File: src/rtl/core/shsrd_pkg.sv
// shared types, constants and functions of the stepper half-step ramp driver
// no dependencies
package shsrd_pkg;

    localparam int unsigned DELAY_W   = 8;
    localparam int unsigned COUNT_W   = 16;
    localparam int unsigned COIL_W    = 4;
    localparam int unsigned PHASE_W   = 3;
    localparam int unsigned REQ_W     = 2;
    localparam int unsigned RUN_W     = 2;
    localparam int unsigned APB_AW    = 5;
    localparam int unsigned APB_DW    = 32;
    localparam int unsigned REG_IDX_W = 3;

    // register map indexes
    localparam logic [REG_IDX_W-1:0] REG_SLOW_DELAY  = 3'd0;
    localparam logic [REG_IDX_W-1:0] REG_FAST_DELAY  = 3'd1;
    localparam logic [REG_IDX_W-1:0] REG_RAMP_LENGTH = 3'd2;
    localparam logic [REG_IDX_W-1:0] REG_IDLE_BLINK  = 3'd3;
    localparam logic [REG_IDX_W-1:0] REG_RUN_BLINK   = 3'd4;

    // register reset values
    localparam logic [DELAY_W-1:0] SLOW_DELAY_RST  = 8'd10;
    localparam logic [DELAY_W-1:0] FAST_DELAY_RST  = 8'd2;
    localparam logic [COUNT_W-1:0] RAMP_LENGTH_RST = 16'd200;
    localparam logic [COUNT_W-1:0] IDLE_BLINK_RST  = 16'd500;
    localparam logic [COUNT_W-1:0] RUN_BLINK_RST   = 16'd100;

    localparam logic [DELAY_W-1:0] TICK_MAX  = '1;
    localparam logic [COUNT_W-1:0] COUNT_MAX = '1;

    // request codes
    localparam logic [REQ_W-1:0] REQ_TICK = 2'd0;
    localparam logic [REQ_W-1:0] REQ_RUN  = 2'd1;
    localparam logic [REQ_W-1:0] REQ_STOP = 2'd2;

    // reported run state codes
    localparam logic [RUN_W-1:0] RUN_STOPPED = 2'd0;
    localparam logic [RUN_W-1:0] RUN_ACCEL   = 2'd1;
    localparam logic [RUN_W-1:0] RUN_FULL    = 2'd2;
    localparam logic [RUN_W-1:0] RUN_DECEL   = 2'd3;

    typedef enum logic [3:0] {
        MODE_STOPPED = 4'b0001,
        MODE_ACCEL   = 4'b0010,
        MODE_FULL    = 4'b0100,
        MODE_DECEL   = 4'b1000
    } mode_t;

    typedef struct packed {
        logic [DELAY_W-1:0] slow_delay;
        logic [DELAY_W-1:0] fast_delay;
        logic [COUNT_W-1:0] ramp_length;
        logic [COUNT_W-1:0] idle_blink_period;
        logic [COUNT_W-1:0] run_blink_period;
    } cfg_t;

    typedef struct packed {
        logic [REQ_W-1:0] req_type;
        logic             direction;
    } req_t;

    typedef struct packed {
        logic [COIL_W-1:0]  coil_drive;
        logic               step_taken;
        logic               led_level;
        logic [RUN_W-1:0]   run_state;
        logic [DELAY_W-1:0] step_delay;
    } res_t;

    // half-step coil pattern, bit0 A1, bit1 B1, bit2 A2, bit3 B2
    function automatic logic [COIL_W-1:0] coil_pattern(input logic ccw,
                                                      input logic [PHASE_W-1:0] phase);
        logic [PHASE_W-1:0] idx;
        logic [COIL_W-1:0]  pat;
        idx = ccw ? (3'd7 - phase) : phase;
        case (idx)
            3'd0:    pat = 4'h1;
            3'd1:    pat = 4'h3;
            3'd2:    pat = 4'h2;
            3'd3:    pat = 4'h6;
            3'd4:    pat = 4'h4;
            3'd5:    pat = 4'hC;
            3'd6:    pat = 4'h8;
            3'd7:    pat = 4'h9;
            default: pat = 4'h0;
        endcase
        return pat;
    endfunction

    function automatic logic [RUN_W-1:0] mode_code(input mode_t mode);
        logic [RUN_W-1:0] code;
        case (mode)
            MODE_STOPPED: code = RUN_STOPPED;
            MODE_ACCEL:   code = RUN_ACCEL;
            MODE_FULL:    code = RUN_FULL;
            MODE_DECEL:   code = RUN_DECEL;
            default:      code = RUN_STOPPED;
        endcase
        return code;
    endfunction

endpackage

File: src/rtl/core/shsrd_if.sv
// valid/ready channel interfaces for request and result items
// no dependencies
interface shsrd_req_if;
    logic       valid;
    logic       ready;
    logic [1:0] req_type;
    logic       direction;

    modport source (output valid, output req_type, output direction, input ready);
    modport sink (input valid, input req_type, input direction, output ready);
endinterface

interface shsrd_res_if;
    logic       valid;
    logic       ready;
    logic [3:0] coil_drive;
    logic       step_taken;
    logic       led_level;
    logic [1:0] run_state;
    logic [7:0] step_delay;

    modport source (output valid, output coil_drive, output step_taken, output led_level,
                    output run_state, output step_delay, input ready);
    modport sink (input valid, input coil_drive, input step_taken, input led_level,
                  input run_state, input step_delay, output ready);
endinterface

File: src/rtl/core/shsrd_cfg_regs.sv
// apb configuration registers of the stepper driver
// depends on shsrd_pkg
module shsrd_cfg_regs
    import shsrd_pkg::*;
(
    input  logic              clk,
    input  logic              rst_n,
    input  logic              psel,
    input  logic              penable,
    input  logic              pwrite,
    input  logic [APB_AW-1:0] paddr,
    input  logic [APB_DW-1:0] pwdata,
    output logic [APB_DW-1:0] prdata,
    output logic              pready,
    output cfg_t              cfg
);

    cfg_t                 cfg_reg;
    cfg_t                 cfg_next;
    logic [REG_IDX_W-1:0] idx;
    logic                 wr_en;

    assign idx    = paddr[APB_AW-1:2];
    assign wr_en  = psel && penable && pwrite;
    assign pready = 1'b1;
    assign cfg    = cfg_reg;

    always_comb
    begin
        cfg_next = cfg_reg;
        if (wr_en)
        begin
            case (idx)
                REG_SLOW_DELAY:  cfg_next.slow_delay        = pwdata[DELAY_W-1:0];
                REG_FAST_DELAY:  cfg_next.fast_delay        = pwdata[DELAY_W-1:0];
                REG_RAMP_LENGTH: cfg_next.ramp_length       = pwdata[COUNT_W-1:0];
                REG_IDLE_BLINK:  cfg_next.idle_blink_period = pwdata[COUNT_W-1:0];
                REG_RUN_BLINK:   cfg_next.run_blink_period  = pwdata[COUNT_W-1:0];
                default:         cfg_next = cfg_reg;
            endcase
        end
    end

    always_comb
    begin
        case (idx)
            REG_SLOW_DELAY:  prdata = {{(APB_DW-DELAY_W){1'b0}}, cfg_reg.slow_delay};
            REG_FAST_DELAY:  prdata = {{(APB_DW-DELAY_W){1'b0}}, cfg_reg.fast_delay};
            REG_RAMP_LENGTH: prdata = {{(APB_DW-COUNT_W){1'b0}}, cfg_reg.ramp_length};
            REG_IDLE_BLINK:  prdata = {{(APB_DW-COUNT_W){1'b0}}, cfg_reg.idle_blink_period};
            REG_RUN_BLINK:   prdata = {{(APB_DW-COUNT_W){1'b0}}, cfg_reg.run_blink_period};
            default:         prdata = '0;
        endcase
    end

    always_ff @(posedge clk or negedge rst_n)
    begin
        if (!rst_n)
        begin
            cfg_reg.slow_delay        <= SLOW_DELAY_RST;
            cfg_reg.fast_delay        <= FAST_DELAY_RST;
            cfg_reg.ramp_length       <= RAMP_LENGTH_RST;
            cfg_reg.idle_blink_period <= IDLE_BLINK_RST;
            cfg_reg.run_blink_period  <= RUN_BLINK_RST;
        end
        else
        begin
            cfg_reg <= cfg_next;
        end
    end

endmodule

File: src/rtl/core/shsrd_core.sv
// motor state, ramp and heartbeat update, one item per accepted request
// depends on shsrd_pkg
module shsrd_core
    import shsrd_pkg::*;
(
    input  logic clk,
    input  logic rst_n,
    input  logic push,
    input  req_t item,
    input  cfg_t cfg,
    output res_t res
);

    mode_t              mode_reg, mode_next;
    logic               rot_reg, rot_next;
    logic [PHASE_W-1:0] phase_reg, phase_next;
    logic [DELAY_W-1:0] delay_reg, delay_next;
    logic [COUNT_W-1:0] ramp_reg, ramp_next;
    logic [DELAY_W-1:0] tick_reg, tick_next;
    logic [COUNT_W-1:0] blink_reg, blink_next;
    logic               led_reg, led_next;
    logic [COIL_W-1:0]  coil_reg, coil_next;

    logic               stepped;
    logic [DELAY_W-1:0] tick_inc;
    logic [COUNT_W-1:0] blink_inc;
    logic [COUNT_W-1:0] ramp_inc;
    logic [COUNT_W-1:0] ramp_dec;
    logic [COUNT_W-1:0] blink_period;

    assign tick_inc     = (tick_reg == TICK_MAX) ? TICK_MAX : tick_reg + 8'd1;
    assign blink_inc    = (blink_reg == COUNT_MAX) ? COUNT_MAX : blink_reg + 16'd1;
    assign ramp_inc     = (ramp_reg == COUNT_MAX) ? COUNT_MAX : ramp_reg + 16'd1;
    assign ramp_dec     = ramp_reg - 16'd1;
    assign blink_period = (mode_reg == MODE_STOPPED) ? cfg.idle_blink_period
                                                     : cfg.run_blink_period;

    always_comb
    begin
        mode_next  = mode_reg;
        rot_next   = rot_reg;
        phase_next = phase_reg;
        delay_next = delay_reg;
        ramp_next  = ramp_reg;
        tick_next  = tick_reg;
        blink_next = blink_reg;
        led_next   = led_reg;
        coil_next  = coil_reg;
        stepped    = 1'b0;

        case (item.req_type)
            REQ_TICK:
            begin
                if (blink_inc >= blink_period)
                begin
                    blink_next = '0;
                    led_next   = ~led_reg;
                end
                else
                begin
                    blink_next = blink_inc;
                end
                if (mode_reg != MODE_STOPPED)
                begin
                    if (tick_inc < delay_reg)
                    begin
                        tick_next = tick_inc;
                    end
                    else
                    begin
                        tick_next  = '0;
                        stepped    = 1'b1;
                        coil_next  = coil_pattern(rot_reg, phase_reg);
                        phase_next = phase_reg + 3'd1;
                        case (mode_reg)
                            MODE_ACCEL:
                            begin
                                ramp_next = ramp_inc;
                                if (!ramp_inc[0] && (delay_reg > cfg.fast_delay))
                                    delay_next = delay_reg - 8'd1;
                                if (ramp_inc >= cfg.ramp_length)
                                    mode_next = MODE_FULL;
                            end
                            MODE_DECEL:
                            begin
                                if (ramp_reg == '0)
                                begin
                                    mode_next = MODE_STOPPED;
                                    coil_next = '0;
                                end
                                else
                                begin
                                    ramp_next = ramp_dec;
                                    if (!ramp_dec[0] && (delay_reg < cfg.slow_delay))
                                        delay_next = delay_reg + 8'd1;
                                    if (ramp_dec == '0)
                                    begin
                                        mode_next = MODE_STOPPED;
                                        coil_next = '0;
                                    end
                                end
                            end
                            default: ;
                        endcase
                    end
                end
            end
            REQ_RUN:
            begin
                if (mode_reg == MODE_STOPPED)
                begin
                    rot_next   = item.direction;
                    phase_next = '0;
                    ramp_next  = '0;
                    delay_next = cfg.slow_delay;
                    mode_next  = MODE_ACCEL;
                end
            end
            REQ_STOP:
            begin
                case (mode_reg)
                    MODE_FULL:
                    begin
                        ramp_next = cfg.ramp_length;
                        mode_next = MODE_DECEL;
                        if (cfg.ramp_length == '0)
                        begin
                            mode_next = MODE_STOPPED;
                            coil_next = '0;
                        end
                    end
                    MODE_ACCEL:
                    begin
                        if (ramp_reg == '0)
                        begin
                            mode_next = MODE_STOPPED;
                            coil_next = '0;
                        end
                        else
                        begin
                            mode_next = MODE_DECEL;
                        end
                    end
                    default: ;
                endcase
            end
            default: ;
        endcase
    end

    assign res.coil_drive = coil_next;
    assign res.step_taken = stepped;
    assign res.led_level  = led_next;
    assign res.run_state  = mode_code(mode_next);
    assign res.step_delay = delay_next;

    always_ff @(posedge clk or negedge rst_n)
    begin
        if (!rst_n)
        begin
            mode_reg  <= MODE_STOPPED;
            rot_reg   <= 1'b0;
            phase_reg <= '0;
            delay_reg <= SLOW_DELAY_RST;
            ramp_reg  <= '0;
            tick_reg  <= '0;
            blink_reg <= '0;
            led_reg   <= 1'b0;
            coil_reg  <= '0;
        end
        else if (push)
        begin
            mode_reg  <= mode_next;
            rot_reg   <= rot_next;
            phase_reg <= phase_next;
            delay_reg <= delay_next;
            ramp_reg  <= ramp_next;
            tick_reg  <= tick_next;
            blink_reg <= blink_next;
            led_reg   <= led_next;
            coil_reg  <= coil_next;
        end
    end

endmodule

File: src/rtl/core/shsrd_out_buf.sv
// result register with skid stage, lets the request side take one more item while a result stalls
// depends on shsrd_pkg
module shsrd_out_buf
    import shsrd_pkg::*;
(
    input  logic clk,
    input  logic rst_n,
    input  logic push,
    input  res_t push_data,
    output logic push_ready,
    output logic pop_valid,
    input  logic pop_ready,
    output res_t pop_data
);

    logic out_valid_reg, out_valid_next;
    logic skid_valid_reg, skid_valid_next;
    res_t out_data_reg, out_data_next;
    res_t skid_data_reg, skid_data_next;
    logic out_free;

    assign push_ready = !skid_valid_reg;
    assign pop_valid  = out_valid_reg;
    assign pop_data   = out_data_reg;
    assign out_free   = !out_valid_reg || pop_ready;

    always_comb
    begin
        out_valid_next  = out_valid_reg;
        out_data_next   = out_data_reg;
        skid_valid_next = skid_valid_reg;
        skid_data_next  = skid_data_reg;
        if (out_free)
        begin
            if (skid_valid_reg)
            begin
                out_valid_next  = 1'b1;
                out_data_next   = skid_data_reg;
                skid_valid_next = 1'b0;
            end
            else
            begin
                out_valid_next = push;
                out_data_next  = push_data;
            end
        end
        else if (push)
        begin
            skid_valid_next = 1'b1;
            skid_data_next  = push_data;
        end
    end

    always_ff @(posedge clk or negedge rst_n)
    begin
        if (!rst_n)
        begin
            out_valid_reg  <= 1'b0;
            skid_valid_reg <= 1'b0;
        end
        else
        begin
            out_valid_reg  <= out_valid_next;
            skid_valid_reg <= skid_valid_next;
        end
    end

    always_ff @(posedge clk)
    begin
        out_data_reg  <= out_data_next;
        skid_data_reg <= skid_data_next;
    end

endmodule

File: src/rtl/core/stepper_half_step_ramp_driver.sv
// channel    dir  fields
// req_ch     in   req_type[1:0], direction
// res_ch     out  coil_drive[3:0], step_taken, led_level, run_state[1:0], step_delay[7:0]
// apb        in   psel, penable, pwrite, paddr[4:0], pwdata[31:0] / prdata, pready
//
// one request item per cycle while req_ch.ready is high; its result is registered
// the state update is a single compare/increment pass in shsrd_core
// a skid stage after the result register lets req_ch take an item while a result waits
// req_ch.ready drops only when both result and skid registers hold items
// reset loads register defaults: stopped, coils off, delay at slow_delay
//
// top level of the stepper half-step ramp driver
// depends on shsrd_pkg, shsrd_if, shsrd_cfg_regs, shsrd_core, shsrd_out_buf
module stepper_half_step_ramp_driver
    import shsrd_pkg::*;
(
    input  logic              clk,
    input  logic              rst_n,
    shsrd_req_if.sink         req_ch,
    shsrd_res_if.source       res_ch,
    input  logic              psel,
    input  logic              penable,
    input  logic              pwrite,
    input  logic [APB_AW-1:0] paddr,
    input  logic [APB_DW-1:0] pwdata,
    output logic [APB_DW-1:0] prdata,
    output logic              pready
);

    cfg_t cfg;
    req_t item;
    res_t res;
    res_t res_out;
    logic push_ready;
    logic push;

    assign item.req_type  = req_ch.req_type;
    assign item.direction = req_ch.direction;
    assign req_ch.ready   = push_ready;
    assign push           = req_ch.valid && push_ready;

    shsrd_cfg_regs u_cfg_regs (
        .clk     (clk),
        .rst_n   (rst_n),
        .psel    (psel),
        .penable (penable),
        .pwrite  (pwrite),
        .paddr   (paddr),
        .pwdata  (pwdata),
        .prdata  (prdata),
        .pready  (pready),
        .cfg     (cfg)
    );

    shsrd_core u_core (
        .clk   (clk),
        .rst_n (rst_n),
        .push  (push),
        .item  (item),
        .cfg   (cfg),
        .res   (res)
    );

    shsrd_out_buf u_out_buf (
        .clk        (clk),
        .rst_n      (rst_n),
        .push       (push),
        .push_data  (res),
        .push_ready (push_ready),
        .pop_valid  (res_ch.valid),
        .pop_ready  (res_ch.ready),
        .pop_data   (res_out)
    );

    assign res_ch.coil_drive = res_out.coil_drive;
    assign res_ch.step_taken = res_out.step_taken;
    assign res_ch.led_level  = res_out.led_level;
    assign res_ch.run_state  = res_out.run_state;
    assign res_ch.step_delay = res_out.step_delay;

endmodule

File: src/flat_wrapper.sv
// flat-port wrapper written by rule: the top's interface ports become plain ports
module stepper_half_step_ramp_driver_flat import shsrd_pkg::*;
  (clk, rst_n, psel, penable, pwrite, paddr, pwdata, prdata, pready, req_ch_valid, req_ch_req_type, req_ch_direction, req_ch_ready, res_ch_valid, res_ch_coil_drive, res_ch_step_taken, res_ch_led_level, res_ch_run_state, res_ch_step_delay, res_ch_ready);
  shsrd_req_if req_ch_i ();
  shsrd_res_if res_ch_i ();
  input  logic clk;
  input  logic rst_n;
  input  logic psel;
  input  logic penable;
  input  logic pwrite;
  input  logic [APB_AW-1:0] paddr;
  input  logic [APB_DW-1:0] pwdata;
  output logic [APB_DW-1:0] prdata;
  output logic pready;
  input wire logic [$bits(req_ch_i.valid)-1:0] req_ch_valid;
  input wire logic [$bits(req_ch_i.req_type)-1:0] req_ch_req_type;
  input wire logic [$bits(req_ch_i.direction)-1:0] req_ch_direction;
  output wire logic [$bits(req_ch_i.ready)-1:0] req_ch_ready;
  output wire logic [$bits(res_ch_i.valid)-1:0] res_ch_valid;
  output wire logic [$bits(res_ch_i.coil_drive)-1:0] res_ch_coil_drive;
  output wire logic [$bits(res_ch_i.step_taken)-1:0] res_ch_step_taken;
  output wire logic [$bits(res_ch_i.led_level)-1:0] res_ch_led_level;
  output wire logic [$bits(res_ch_i.run_state)-1:0] res_ch_run_state;
  output wire logic [$bits(res_ch_i.step_delay)-1:0] res_ch_step_delay;
  input wire logic [$bits(res_ch_i.ready)-1:0] res_ch_ready;
  assign req_ch_i.valid = req_ch_valid;
  assign req_ch_i.req_type = req_ch_req_type;
  assign req_ch_i.direction = req_ch_direction;
  assign req_ch_ready = req_ch_i.ready;
  assign res_ch_valid = res_ch_i.valid;
  assign res_ch_coil_drive = res_ch_i.coil_drive;
  assign res_ch_step_taken = res_ch_i.step_taken;
  assign res_ch_led_level = res_ch_i.led_level;
  assign res_ch_run_state = res_ch_i.run_state;
  assign res_ch_step_delay = res_ch_i.step_delay;
  assign res_ch_i.ready = res_ch_ready;
  stepper_half_step_ramp_driver u_core (.clk(clk), .rst_n(rst_n), .req_ch(req_ch_i), .res_ch(res_ch_i), .psel(psel), .penable(penable), .pwrite(pwrite), .paddr(paddr), .pwdata(pwdata), .prdata(prdata), .pready(pready));
endmodule
File: config.mk
export PLATFORM = sky130hd
export DESIGN_NAME = stepper_half_step_ramp_driver_flat
export DESIGN_NICKNAME = d
export VERILOG_FILES = /design/src/rtl/core/shsrd_pkg.sv /design/src/rtl/core/shsrd_if.sv /design/src/rtl/core/shsrd_cfg_regs.sv /design/src/rtl/core/shsrd_core.sv /design/src/rtl/core/shsrd_out_buf.sv /design/src/rtl/core/stepper_half_step_ramp_driver.sv /design/src/flat_wrapper.sv
export SDC_FILE = /design/constraint.sdc
export NUM_CORES = 1
export LEC_CHECK = 0
export ABC_CLOCK_PERIOD_IN_PS = 8990
export BUFFER_PORTS_ARGS = -buffer_cell sky130_fd_sc_hd__buf_4
export CAP_MARGIN = 0
export CORE_MARGIN = 2
export CORE_UTILIZATION = 45
export CTS_CLUSTER_DIAMETER = 80
export CTS_CLUSTER_SIZE = 12
export DETAILED_ROUTE_END_ITERATION = 8
export PLACE_DENSITY = 0.74
export SYNTH_ARGS = -nofsm -noshare
export SYNTH_HDL_FRONTEND = slang
export SYNTH_SLANG_ARGS = --single-unit
File: constraint.sdc
create_clock -name clk -period 8.99 [get_ports clk]
set_input_delay 0.4495 -clock clk [delete_from_list [all_inputs] [get_ports clk]]
set_output_delay 0.4495 -clock clk [all_outputs]
set_load 0.1 [all_outputs]
**Yosys cells after proc, flatten, opt, wreduce, memory -nomap -nowiden**

Memory sizes are Yosys's and may differ from the RTL's.
Index checks and enable logic that the tools add are counted.

- Add/sub/neg operators: 8
- Order comparisons: 5
- Equality and inequality tests: 23
- Mux-type cells: 57
- Bitwise gates (word level): 2
- Reductions and logical operators: 29

Operators by type and width:

| operator | number |
|---|---|
| $mux 16 | 10 |
| $pmux 16 s5 | 1 |
| $mux 8 | 8 |
| $mux 4 | 15 |
| $logic_not 16->1 | 3 |
| $pmux 16 s3 | 1 |
| $add 16x1->16 const B | 2 |
| $eq 16x16->1 const B | 2 |
| $ge 16x16->1 | 2 |
| $pmux 16 s2 | 1 |
| $pmux 4 s2 | 4 |
| $pmux 8 s2 | 2 |
| $add 8x1->8 const B | 2 |
| $lt 8x8->1 | 2 |
| $sub 16x1->16 const B | 1 |
| $reduce_and 2->1 | 7 |
| $mux 3 | 4 |
| $pmux 4 s3 | 1 |
| $eq 4x2->1 const B | 2 |
| $eq 4x3->1 const B | 2 |
| $eq 4x4->1 const B | 2 |
| $eq 8x8->1 const B | 1 |
| $gt 8x8->1 | 1 |
| $mux 1 | 8 |
| other kinds (26) | 40 |

- Flip-flop bits (word level): 159
- Memory bits (read-only): 32
- Input bits: 47
- Output and inout bits: 51
- Logic and storage cells: 151
- Memories: 1

Memories:

| memory | words | width | read ports | clocked after memory_dff | write ports | line | source |
|---|---|---|---|---|---|---|---|
| (name not given) | 8 | 4 | 1 | 0 | 0 | shsrd_pkg.sv:77 | `case (idx)` |

**Depth between registers and ports, before layout**

Gate-level depths: netlist of run 1.

- Depth after elaboration: 11
- Depth in mapped cells: 19
- Depth with buffers taken out: 17

**Modules after synthesis**

From an unflattened synthesis of run 1, not the netlist that was laid out.

- Cells, all modules: 1182
- Area, all modules: 11287.1 um^2

Modules (own cells, without submodules):

| module | times used | cells each | area an instance (um^2) | sequential area each (um^2) |
|---|---|---|---|---|
| shsrd_core | 1 | 900 | 6907.9 | 1530.2 |
| shsrd_cfg_regs | 1 | 222 | 3091.7 | 1620.3 |
| shsrd_out_buf | 1 | 59 | 1281.2 | 1011.0 |
| stepper_half_step_ramp_driver | 1 | 1 | 6.3 | 0.0 |

**Worst setup path before layout of run 1**

Ideal clock, no wire load.

- Path type: register to register
- Start point: register u_core.u_core.mode_reg[3]
- End point: register u_core.u_core.blink_reg[10]
- Setup time: 0.066 ns
- Arrival time: 4.020 ns
- Required time: 8.924 ns
- Slack: 4.903 ns
- Cell stages (with the launch flop): 20
- Clock period less this slack: 4.087 ns
- Path through: dfrtp_1 > clkbuf_1 > nor2_1 > and2_1 > clkbuf_1 > buf_1 > clkbuf_1 > nand2_1 > nand2_1 > ha_1 > nand2b_1 > a21oi_1 > nor2b_1 > o21ai_0 > a21oi_1 > o211ai_1 > a21oi_1 > nor3_1 > clkbuf_1 > a22o_1

- Word-level cells in the longest chain between the ends: 4

Ends and longest elaborated chain:

| element | line | source |
|---|---|---|
| start: declaration | shsrd_core.sv:14 | `mode_t mode_reg, mode_next;` |
| start signal: assignment | shsrd_core.sv:173 | `mode_reg <= mode_next;` |
| $eq 4x1->1 | shsrd_core.sv:35 | `assign blink_period = (mode_reg == MODE_STOPPED) ? cfg.idle_blink_period` |
| $mux 16 | shsrd_core.sv:35 |  |
| $ge 16x16->1 | shsrd_core.sv:54 | `if (blink_inc >= blink_period)` |
| $mux 16 | shsrd_core.sv:54 |  |
| end signal: assignment | shsrd_core.sv:179 | `blink_reg <= blink_next;` |
| end: declaration | shsrd_core.sv:20 | `logic [COUNT_W-1:0] blink_reg, blink_next;` |

Every way passes these cells.
A chain may end at the register's enable or synchronous reset.

**Worst setup path after layout of run 1**

- Start point: register u_core.u_core.ramp_reg[0]
- End point: register u_core.u_out_buf.out_data_reg (netlist bit u_core.u_out_buf.pop_data[9]) (data pin)

- Word-level cells in the longest chain between the ends: 11

Ends and longest elaborated chain:

| element | line | source |
|---|---|---|
| start: declaration | shsrd_core.sv:18 | `logic [COUNT_W-1:0] ramp_reg, ramp_next;` |
| start signal: assignment | shsrd_core.sv:177 | `ramp_reg <= ramp_next;` |
| $add 16x1->16 (tied with other cells) | shsrd_core.sv:33 | `assign ramp_inc = (ramp_reg == COUNT_MAX) ? COUNT_MAX : ramp_reg + 16'd1;` |
| $mux 16 / $logic_not 16->1 (equally long branches) | shsrd_core.sv:33, shsrd_core.sv:96 |  |
| $ge 16x16->1 / $mux 4 (equally long branches) | shsrd_core.sv:81, shsrd_core.sv:96 |  |
| $mux 4, on equally long branches | shsrd_core.sv:81, shsrd_core.sv:86 |  |
| $pmux 4 s2 | shsrd_core.sv:75 | `case (mode_reg)` |
| $mux 4 | shsrd_core.sv:65 | `if (tick_inc < delay_reg)` |
| $mux 4 | shsrd_core.sv:63 | `if (mode_reg != MODE_STOPPED)` |
| $pmux 4 s3 (*) | shsrd_core.sv:51 | `case (item.req_type)` |
| $eq 4x4->1 (tied with other cells) | shsrd_pkg.sv:93 | `case (mode)` |
| $pmux 2 s3 (*) | shsrd_pkg.sv:93 |  |
| $mux 16 (*) | shsrd_out_buf.sv:35 | `if (skid_valid_reg)` |
| end signal: assignment | shsrd_out_buf.sv:70 | `out_data_reg <= out_data_next;` |
| end: declaration | shsrd_out_buf.sv:18 | `res_t out_data_reg, out_data_next;` |

Mark *: on every way between the ends. The rest lies on a longest branch, timed or not.

==> results of run 1 <==
cell usage in the layout, fill, tap and decap left out, types with 10 or more instances in the layout:
cell / netlist / routed
edfxtp_1: 32 / 32
nand4_1: 15 / 15
mux2i_1: 34 / 34
nand2_1: 139 / 139
ha_1: 66 / 66
a22o_1: 24 / 24
xnor2_1: 22 / 22
nor2b_1: 10 / 10
conb_1: 2 / 17
and3_1: 11 / 11
nand3_1: 27 / 27
clkbuf_16: 0 / 20
o21ai_0: 79 / 79
a211oi_1: 17 / 17
inv_1: 53 / 53
mux2_2: 53 / 53
xor2_1: 19 / 19
nor4_1: 14 / 13
nor2_1: 73 / 73
nor3_1: 20 / 20
dfstp_2: 18 / 18
nand2b_1: 13 / 13
a21oi_1: 64 / 64
dfrtp_1: 109 / 109
a31oi_1: 20 / 20
a21o_1: 13 / 13
buf_4: 17 / 75
layer usage:
metal	up-vias	global-route usage (%)	wire length, µm
met5	-	0	0
met4	0	8.19	605
met3	45	3.59	1440
met2	276	36.8	13200
met1	4367	32.5	12900
li1	4292	-	-
final cells by class:
type,count,share of cell area (%)
repair buffers,75,4.69
inverters,54,1.69
flip-flops and latches,159,34.6
clock inverters,8,0.771
well taps,319,3.32
multi-input cells,887,50.4
clock buffers,24,4.46
where the power goes:
group	switching [mW]	internal, mW	total, mW	leakage [nW]
Combinational	0.767	0.449	1.22	2.96
Sequential	0.228	0.914	1.14	1.87
Clock	0.306	0.451	0.757	0.305
final timing paths:
| path | startpoint | endpoint | slack (ps) | cells after the start |
|---|---|---|---|---|
| worst min-delay path | rst_n | u_core.u_cfg_regs.cfg[42] | 30 | 1 |
| min in group clk | pwdata[8] | u_core.u_cfg_regs.cfg[40] | 240 | 3 |
| worst max-delay path | u_core.u_core.ramp_reg[0] | u_core.u_out_buf.pop_data[9] | 4660 | 15 |
| worst min register to register | u_core.u_core.coil_reg[0] | u_core.u_core.coil_reg[0] | 500 | 1 |
| max in group asynchronous | rst_n | u_core.u_core.delay_reg[4] | 7500 | 2 |
| worst max register to register | u_core.u_core.ramp_reg[0] | u_core.u_out_buf.pop_data[9] | 4660 | 15 |
stage by stage:
step / hold slack (ps) / util [%] / instance area [µm²] / power, mW
5_1_grt: 81.9 / 51.2 / 12000 / 3.31
3_5_place_dp: 485 / 48.5 / 11400 / 2.34
2_1_floorplan: 154 / - / 10800 / 2.06
4_1_cts: 57.8 / 51.2 / 12000 / 3.11
3_3_place_gp: 473 / 48.5 / 11400 / 2.30
6_report: 25.4 / 51.2 / 12000 / 3.12
cell families (layout without fill, tap and decap cells):
family          Yosys count  count (layout)  share of synthesized area (%)
simple gates            371             371                           16.9
compound gates          303             303                           18.6
flops                   159             159                           38.7
buf+inv                 143             161                           5.79
mux                      88              88                           8.84
fa+ha+maj                66              66                           7.67
xor+xnor                 42              42                           3.49
other cells               2              17                         0.0698
==> results.sh, run 1 <==
export IMPL_syn_area_per_cell_um2=9.17
export IMPL_drv_slew=0
export IMPL_critPathMostFrequentCell="a21oi_1"
export IMPL_grt_max_degree=80
export IMPL_drt_first_pass_iters=5
export IMPL_netlist_instances=1174
export IMPL_synth_seq_area_share_pct=38.7
export IMPL_criticalPathCategory="flop to flop"
export IMPL_initial_utilization_pct=45.9
export IMPL_dp_hpwl_um=20300
export IMPL_hold_violations=0
export IMPL_synth_top_area_share_pct=25.3
export IMPL_place_ws_ps=4640
export IMPL_drc_errors=0
export IMPL_cp_start_kind="flop"
export IMPL_seqCellArea_um2=4160
export IMPL_setup_violations=0
export IMPL_gp_congestion=0.896
export IMPL_clock_latency_ps=440
export IMPL_htree_levels=4
export IMPL_cts_buffers=17
export IMPL_peakVddDrop_mv=0.142
export IMPL_grt_usage_pct=23.3
export IMPL_area_growth_pct=11.6
export IMPL_place_inst=1494
export IMPL_coreArea_um2=23500
export IMPL_clock_sinks=159
export IMPL_hold_class="input port to asynchronous set/reset pin"
export IMPL_die_w_um=159
export IMPL_viasPerCell=5.88
export IMPL_multi_input_area_um2=6060
export IMPL_synth_top_area_cell="dfrtp_1"
export IMPL_antenna_cells=0
export IMPL_drt_total_wl_um=28200
export IMPL_cts_tree="done"
export IMPL_drive_gt1_share_pct=16.6
export IMPL_yosysMostFrequentCell="nand2_1"
export IMPL_ys_seq_elements=159
export IMPL_critical_path_top_delay_family="simple AND/OR/NAND/NOR gates"
export IMPL_dieHeight_um=159
export IMPL_max_cap_viol_count=0
export IMPL_io_buffers=62
export IMPL_slowest_delay_ps=530
export IMPL_grt_pass1_wl_um=45800
export IMPL_cts_hold_fix_buffers=0
export IMPL_critical_path_buf_inv_count=0
export IMPL_ant_nets=0
export IMPL_rows=56
export IMPL_timing_final_crit_share_pct=48.2
export IMPL_nets=1307
export IMPL_antenna_found_initial=0
export IMPL_design_die_area_um2=25200
export IMPL_status="completed"
export IMPL_netlist_area_um2=10800
export IMPL_overflow=0
export IMPL_synth_cell_types=77
export IMPL_fillers=2126
export IMPL_cts_setup_buffers=0
export IMPL_maxSlewHeadroom_pct=16.0
export IMPL_clock_skew_ps=13.9
export IMPL_worstPathCellList="ha_1 -> and4_1 -> and4_1 -> nand2_1 -> nand2_1 -> ha_1 -> a21o_1 -> a21o_1 -> a21oi_1 -> o21ai_0 -> a21oi_1 -> nor4_1 -> a21oi_1 -> xnor2_1 -> o31ai_2"
export IMPL_synth_warnings=0
export IMPL_synthArstFlopShare_pct=79.9
export IMPL_routedWlPerCell_um=18.5
export IMPL_ys_top_cells_by_count="139 x nand2_1, 109 x dfrtp_1, 79 x o21ai_0"
export IMPL_ys_flop_type="dfrtp_1"
export IMPL_critPathRequiredTime_ps=9150
export IMPL_min_period_ps=4330
export IMPL_cellPowerDensity_nw_per_um2=259
export IMPL_io_pins=98
export IMPL_rsz0062_at_grt="false"
export IMPL_final_cells=1526
export IMPL_endpoint_kind="flop"
export IMPL_via_count=8980
export IMPL_crit_path_top_delay_cell="dfrtp_1"
export IMPL_crit_arrival_ps=4490
export IMPL_synth_edf_count=32
export IMPL_synth_area_top_cells="dfrtp_1 25%, edfxtp_1 8.9%, ha_1 7.7%"
export IMPL_path_clk_slew_ps=70
export IMPL_grt_pass1_vias=8478
export IMPL_worstMarginPinSlew_ps=1260
export IMPL_p_leak_nw=5.13
export IMPL_cts_root_buf="clkbuf_16"
export IMPL_largest_register_ffs=64
export IMPL_post_cts_resized=0
export IMPL_fmax_mhz=231
export IMPL_fin_setup_tns_ps=0
export IMPL_clk_path_buf_depth=2
export IMPL_setup_slack_ps=4660
export IMPL_drtIter0Drc=785
export IMPL_path_max_fanout=16
Power figures use the tool's default switching activity.
==> run 2, diff against run 1 <==
--- a/config.mk
+++ b/config.mk
@@ -5,7 +5,7 @@
 export SDC_FILE = /design/constraint.sdc
 export NUM_CORES = 1
 export LEC_CHECK = 0
-export ABC_CLOCK_PERIOD_IN_PS = 8990
+export ABC_CLOCK_PERIOD_IN_PS = 4500
 export BUFFER_PORTS_ARGS = -buffer_cell sky130_fd_sc_hd__buf_4
 export CAP_MARGIN = 0
 export CORE_MARGIN = 2
==> constraint.sdc (replaced) <==
create_clock -name clk -period 4.5 [get_ports clk]
set_input_delay 0.225 -clock clk [delete_from_list [all_inputs] [get_ports clk]]
set_output_delay 0.225 -clock clk [all_outputs]
set_load 0.1 [all_outputs]
==> results.sh, run 2 (synthesized netlist as in run 1, its figures left out) <==
export IMPL_status="completed"
export IMPL_r2r_slack_ps=520
export IMPL_clock_sinks=159
export IMPL_worstMarginPinSlew_ps=1290
export IMPL_viasPerCell=5.91
export IMPL_criticalPathCategory="flop to flop"
export IMPL_io_buffers=62
export IMPL_grt_max_degree=49
export IMPL_hold_end="u_core.u_cfg_regs.cfg[42]"
export IMPL_maxSlewHeadroom_pct=13.9
export IMPL_antenna_cells=0
export IMPL_cts_buffers=17
export IMPL_clock_latency_ps=430
export IMPL_cp_start_kind="flop"
export IMPL_dieHeight_um=159
export IMPL_setup_violations=0
export IMPL_largest_register_ffs=64
export IMPL_min_period_ps=3980
export IMPL_nets=1318
export IMPL_overflow=0
export IMPL_grt_usage_pct=23.3
export IMPL_gp_congestion=0.902
export IMPL_crit_arrival_ps=4170
export IMPL_critPathRequiredTime_ps=4680
export IMPL_htree_levels=4
export IMPL_timing_final_crit_share_pct=88.5
export IMPL_cts_setup_buffers=0
export IMPL_drv_slew=0
export IMPL_whs_path_depth=3
export IMPL_final_cells=1537
export IMPL_place_inst=1504
export IMPL_via_count=9079
export IMPL_area_growth_pct=12.5
export IMPL_hold_class="input port to flop"
export IMPL_dp_hpwl_um=20900
export IMPL_mostFrequentLayoutCell="nand2_1"
export IMPL_die_w_um=159
export IMPL_rows=56
export IMPL_cts_hold_fix_buffers=1
export IMPL_routedWlPerCell_um=18.6
export IMPL_ant_nets=0
export IMPL_drtIter0Drc=1053
export IMPL_drc_errors=0
export IMPL_io_pins=98
export IMPL_drt_total_wl_um=28600
export IMPL_path_clk_slew_ps=70
export IMPL_drive_gt1_share_pct=17.4
export IMPL_grt_pass1_vias=8623
export IMPL_drt_first_pass_iters=6
export IMPL_hold_violations=0
export IMPL_path_max_fanout=12
export IMPL_rsz0062_at_grt="false"
export IMPL_antenna_found_initial=0
export IMPL_initial_utilization_pct=45.9
export IMPL_fin_setup_tns_ps=0
export IMPL_holdCritStartpoint="pwdata[10]"
export IMPL_cts_root_buf="clkbuf_16"
export IMPL_design_die_area_um2=25200
export IMPL_r2r_cells=14
export IMPL_post_cts_resized=0
export IMPL_peakVddDrop_mv=0.286
export IMPL_reg2reg_to="u_core.u_out_buf.pop_data[7]"
export IMPL_endpoint_kind="flop"
export IMPL_max_cap_viol_count=0
export IMPL_clk_path_buf_depth=2
export IMPL_layout_common_cells="139 x nand2_1, 109 x dfrtp_1, 84 x buf_4"
export IMPL_clock_skew_ps=8.90
export IMPL_grt_pass1_wl_um=45900
export IMPL_coreArea_um2=23500
export IMPL_r2r_start="u_core.u_core.tick_reg[0]"
export IMPL_cellPowerDensity_nw_per_um2=521
export IMPL_p_leak_nw=5.20
export IMPL_cts_tree="done"
export IMPL_fmax_mhz=251
run 2: how the worst max path moves through the flow:
stage                         startpoint                      endpoint
3_3_place_gp   u_core.u_core.tick_reg[0]  u_core.u_out_buf.pop_data[7]
6_report       u_core.u_core.tick_reg[0]  u_core.u_out_buf.pop_data[7]
3_5_place_dp   u_core.u_core.tick_reg[0]  u_core.u_out_buf.pop_data[7]
2_1_floorplan  u_core.u_core.mode_reg[3]   u_core.u_core.blink_reg[10]
4_1_cts        u_core.u_core.tick_reg[0]  u_core.u_out_buf.pop_data[7]
5_1_grt        u_core.u_core.tick_reg[0]  u_core.u_out_buf.pop_data[7]
run 2: worst max-delay path, cell delays in order, from the launching register on:
cell,delay (ps)
dfrtp_1,420
ha_1,230
nand4_1,160
or2_2,390
nand2_1,110
ha_1,260
a21oi_1,130
a21oi_1,80
a211oi_1,340
o21a_1,490
nor2_1,220
a41oi_1,250
a21boi_1,190
o21ai_1,150
mux2_2,310
run 2: metrics by stage:
step                      cell area, µm²  util [%]  setup slack [ps]  hold slack [ps]  power [mW]
after CTS                          12100      51.6               578             21.2        6.29
after global placement             11500      48.9               666              211        4.65
after global routing               12100      51.6               285             37.4        6.69
after floorplan                    10800         -               413            -70.6        4.11
final                              12100      51.6               515             24.3        6.31
after detailed placement           11500      48.9               598              213        4.73
run 2: where the power goes:
group / leakage, nW / internal, mW / total, mW / switching [mW]
clock network: 0.313 / 0.939 / 1.55 / 0.615
registers: 1.87 / 1.83 / 2.26 / 0.430
logic: 3.02 / 0.929 / 2.50 / 1.57
run 2: layout make-up:
type | count | area [µm²]
Clock buffer | 21 | 480
Clock inverter | 11 | 150
Fill cell | 2120 | 11400
Inverter | 54 | 203
Multi-Input combinational cell | 887 | 6060
Sequential cell | 159 | 4160
Tap cell | 319 | 399
Timing Repair Buffer | 86 | 661
run 2: routing by layer:
layer	global-route usage (%)	wire length (µm)	up-vias	part of all wire (%)
met5	0	0	-	0
met4	8.45	729	0	2.6
met3	3.62	1670	47	5.8
met2	37.4	13400	335	47
met1	32.0	12800	4375	45
li1	-	-	4322	-
==> run 3, diff against run 2 <==
--- a/config.mk
+++ b/config.mk
@@ -5,6 +5,7 @@
 export SDC_FILE = /design/constraint.sdc
 export NUM_CORES = 1
 export LEC_CHECK = 0
+export ABC_AREA = 1
 export ABC_CLOCK_PERIOD_IN_PS = 4500
 export BUFFER_PORTS_ARGS = -buffer_cell sky130_fd_sc_hd__buf_4
 export CAP_MARGIN = 0
==> results.sh, run 3 <==
export IMPL_setup_violations=0
export IMPL_synthArstFlopShare_pct=79.9
export IMPL_p_sw_share_pct=50.5
export IMPL_synth_top_area_share_pct=25.0
export IMPL_clock_sinks=159
export IMPL_io_buffers=62
export IMPL_ant_nets=0
export IMPL_final_area_um2=12200
export IMPL_synth_cell_types=57
export IMPL_hold_violations=0
export IMPL_place_inst=1815
export IMPL_peakVddDrop_mv=0.293
export IMPL_criticalPathCategory="flop to flop"
export IMPL_wl_met1_um=12700
export IMPL_design_die_area_um2=25500
export IMPL_max_cap_viol_count=0
export IMPL_cts_tree="done"
export IMPL_syn_area_per_cell_um2=7.40
export IMPL_synth_warnings=0
export IMPL_place_area_um2=11600
export IMPL_drtIter0Drc=708
export IMPL_htree_levels=4
export IMPL_largest_register_ffs=64
export IMPL_crit_arrival_ps=4050
export IMPL_power_mw=8.31
export IMPL_endpoint_kind="flop"
export IMPL_min_period_ps=3870
export IMPL_status="completed"
export IMPL_ys_seq_elements=159
export IMPL_power_frac_comb_pct=54.6
export IMPL_ys_top_cells_by_count="383 x nand2_1, 172 x o21ai_0, 167 x inv_1"
export IMPL_overflow=0
export IMPL_timing_final_crit_share_pct=86.0
export IMPL_whs_path_depth=3
export IMPL_layout_common_cells="383 x nand2_1, 172 x o21ai_0, 167 x inv_1"
export IMPL_dieHeight_um=160
export IMPL_viasPerCell=5.45
export IMPL_initial_utilization_pct=46.1
export IMPL_fillers=2282
export IMPL_final_cells=1849
export IMPL_die_w_um=160
export IMPL_p_seq_share_pct=28.6
export IMPL_r2r_cells=26
export IMPL_fin_setup_tns_ps=0
export IMPL_drive_gt1_share_pct=11.7
export IMPL_synth_edf_count=32
export IMPL_io_pins=98
export IMPL_ys_flop_type="dfrtp_1"
export IMPL_netlist_area_um2=10900
export IMPL_cts_buffers=17
export IMPL_nets=1630
export IMPL_rows=56
export IMPL_via_count=10100
export IMPL_coreArea_um2=23600
export IMPL_clk_path_buf_depth=2
export IMPL_drt_first_pass_iters=8
export IMPL_dr_wl_met3_um=1790
export IMPL_top_layer="met4"
export IMPL_drt_total_wl_um=28600
export IMPL_gp_congestion=0.929
export IMPL_synth_top_area_cell="dfrtp_1"
export IMPL_clock_skew_ps=17.1
export IMPL_power_switching_mw=4.20
export IMPL_grt_usage_pct=22.8
export IMPL_cts_root_buf="clkbuf_16"
export IMPL_p_leak_nw=5.73
export IMPL_routedWlPerCell_um=15.5
export IMPL_area_growth_pct=11.6
export IMPL_antenna_cells=0
export IMPL_clkPwrFrac_pct=16.9
export IMPL_wl_met2_um=13400
export IMPL_path_clk_slew_ps=70
export IMPL_netlist_instances=1472
export IMPL_critPathRequiredTime_ps=4680
export IMPL_maxSlewHeadroom_pct=13.9
export IMPL_grt_max_degree=55
export IMPL_yosysMostFrequentCell="nand2_1"
export IMPL_drv_slew=0
export IMPL_grt_pass1_wl_um=47600
export IMPL_dp_hpwl_um=21300
export IMPL_drc_errors=0
export IMPL_grt_pass1_vias=9526
export IMPL_cellPowerDensity_nw_per_um2=684
export IMPL_synth_area_top_cells="dfrtp_1 25%, nand2_1 13%, edfxtp_1 8.8%"
export IMPL_finish_utilization_pct=51.5
export IMPL_worstMarginPinSlew_ps=1290
export IMPL_clock_latency_ps=440
export IMPL_mostFrequentLayoutCell="nand2_1"
export IMPL_path_max_fanout=7
export IMPL_p_int_mw=4.11
export IMPL_synth_seq_area_share_pct=38.2
export IMPL_cp_start_kind="flop"
export IMPL_fmax_mhz=258
export IMPL_antenna_found_initial=0
export IMPL_hold_class="input port to flop"
export IMPL_rsz0062_at_grt="false"
run 3: logic make-up (layout without fill, tap and decap cells):
logic type / count (synthesis) / after routing / synth area share [%]
AO/OA/AOI/OAI: 327 / 327 / 16.6
XOR/XNOR: 20 / 20 / 1.61
adder cells (fa/ha/maj): 66 / 66 / 7.58
buffers and inverters: 246 / 289 / 9.37
flip-flops: 159 / 159 / 38.2
multiplexers: 5 / 5 / 0.460
other: 2 / 17 / 0.0690
AND/OR/NAND/NOR: 647 / 647 / 26.1
run 3: path summary, 6_finish.rpt:
path,slack [ps],to,start
setup reg to reg,630,u_core.u_out_buf.pop_data[9],u_core.u_core.ramp_reg[2]
hold / removal,50,u_core.u_core.rot_reg,req_ch_direction
min in group asynchronous,390,u_core.u_core.coil_reg[0],rst_n
hold reg to reg,490,u_core.u_cfg_regs.cfg[12],u_core.u_cfg_regs.cfg[12]
setup / recovery,630,u_core.u_out_buf.pop_data[9],u_core.u_core.ramp_reg[2]
max in group asynchronous,3080,u_core.u_cfg_regs.cfg[45],rst_n
run 3: per-stage QoR:
step	setup slack [ps]	hold slack (ps)
after floorplan	1400	-70.6
after global placement	731	319
after detailed placement	721	319
after CTS	643	51.6
after global routing	155	47.5
final	631	49.5
run 3: per-layer routing:
| metal | up-vias | track usage, % |
|---|---|---|
| met1 | 4716 | 30.2 |
| met3 | 50 | 4.35 |
| met5 | - | 0 |
| met4 | 0 | 7.02 |
| li1 | 4973 | - |
| met2 | 340 | 37.8 |
run 3: repair_timing:
action,in CTS,in global routing
resized for setup,0,0
hold buffers,2,0
buffers inserted,0,0
hold endpoints to repair,41,0
run 3: final cells by class:
cell class / count / area (µm²) / area share (%)
flip-flops and latches: 159 / 4160 / 34.2
multi-input cells: 1082 / 5780 / 47.6
clock buffers: 20 / 447 / 3.68
well taps: 319 / 399 / 3.28
clock inverters: 12 / 111 / 0.916
repair buffers: 75 / 568 / 4.67
inverters: 182 / 686 / 5.64
run 3: critical path, cell delays in order (launching register included):
cell and delay [ps]:
dfrtp_1 520, nand3_1 190, nor3_2 170, nand2_1 120, nor2_2 130, nand3_2 90
nor2_2 160, nand2_1 110, nand2_1 70, nand2_1 50, a31oi_1 180, inv_2 60
ha_1 290, nand2_1 80, inv_1 40, nor2_1 70, o21ai_0 90, a21oi_1 240
nand4_1 190, nand2_1 110, nand2_1 50, nand2_1 50, nand3_1 100, a21oi_1 230
a21oi_1 90, nand4_1 90, nand2_1 60
run 3: power groups by stage:
| stage | Combinational (mW) | Clock [mW] | Sequential, mW |
|---|---|---|---|
| after floorplan | 3.23 | 0 | 2.57 |
| after global placement | 4.35 | 0 | 2.37 |
| after detailed placement | 4.46 | 0 | 2.38 |
| after CTS | 4.50 | 1.42 | 2.36 |
| after global routing | 5.11 | 1.49 | 2.43 |
| final | 4.53 | 1.40 | 2.37 |
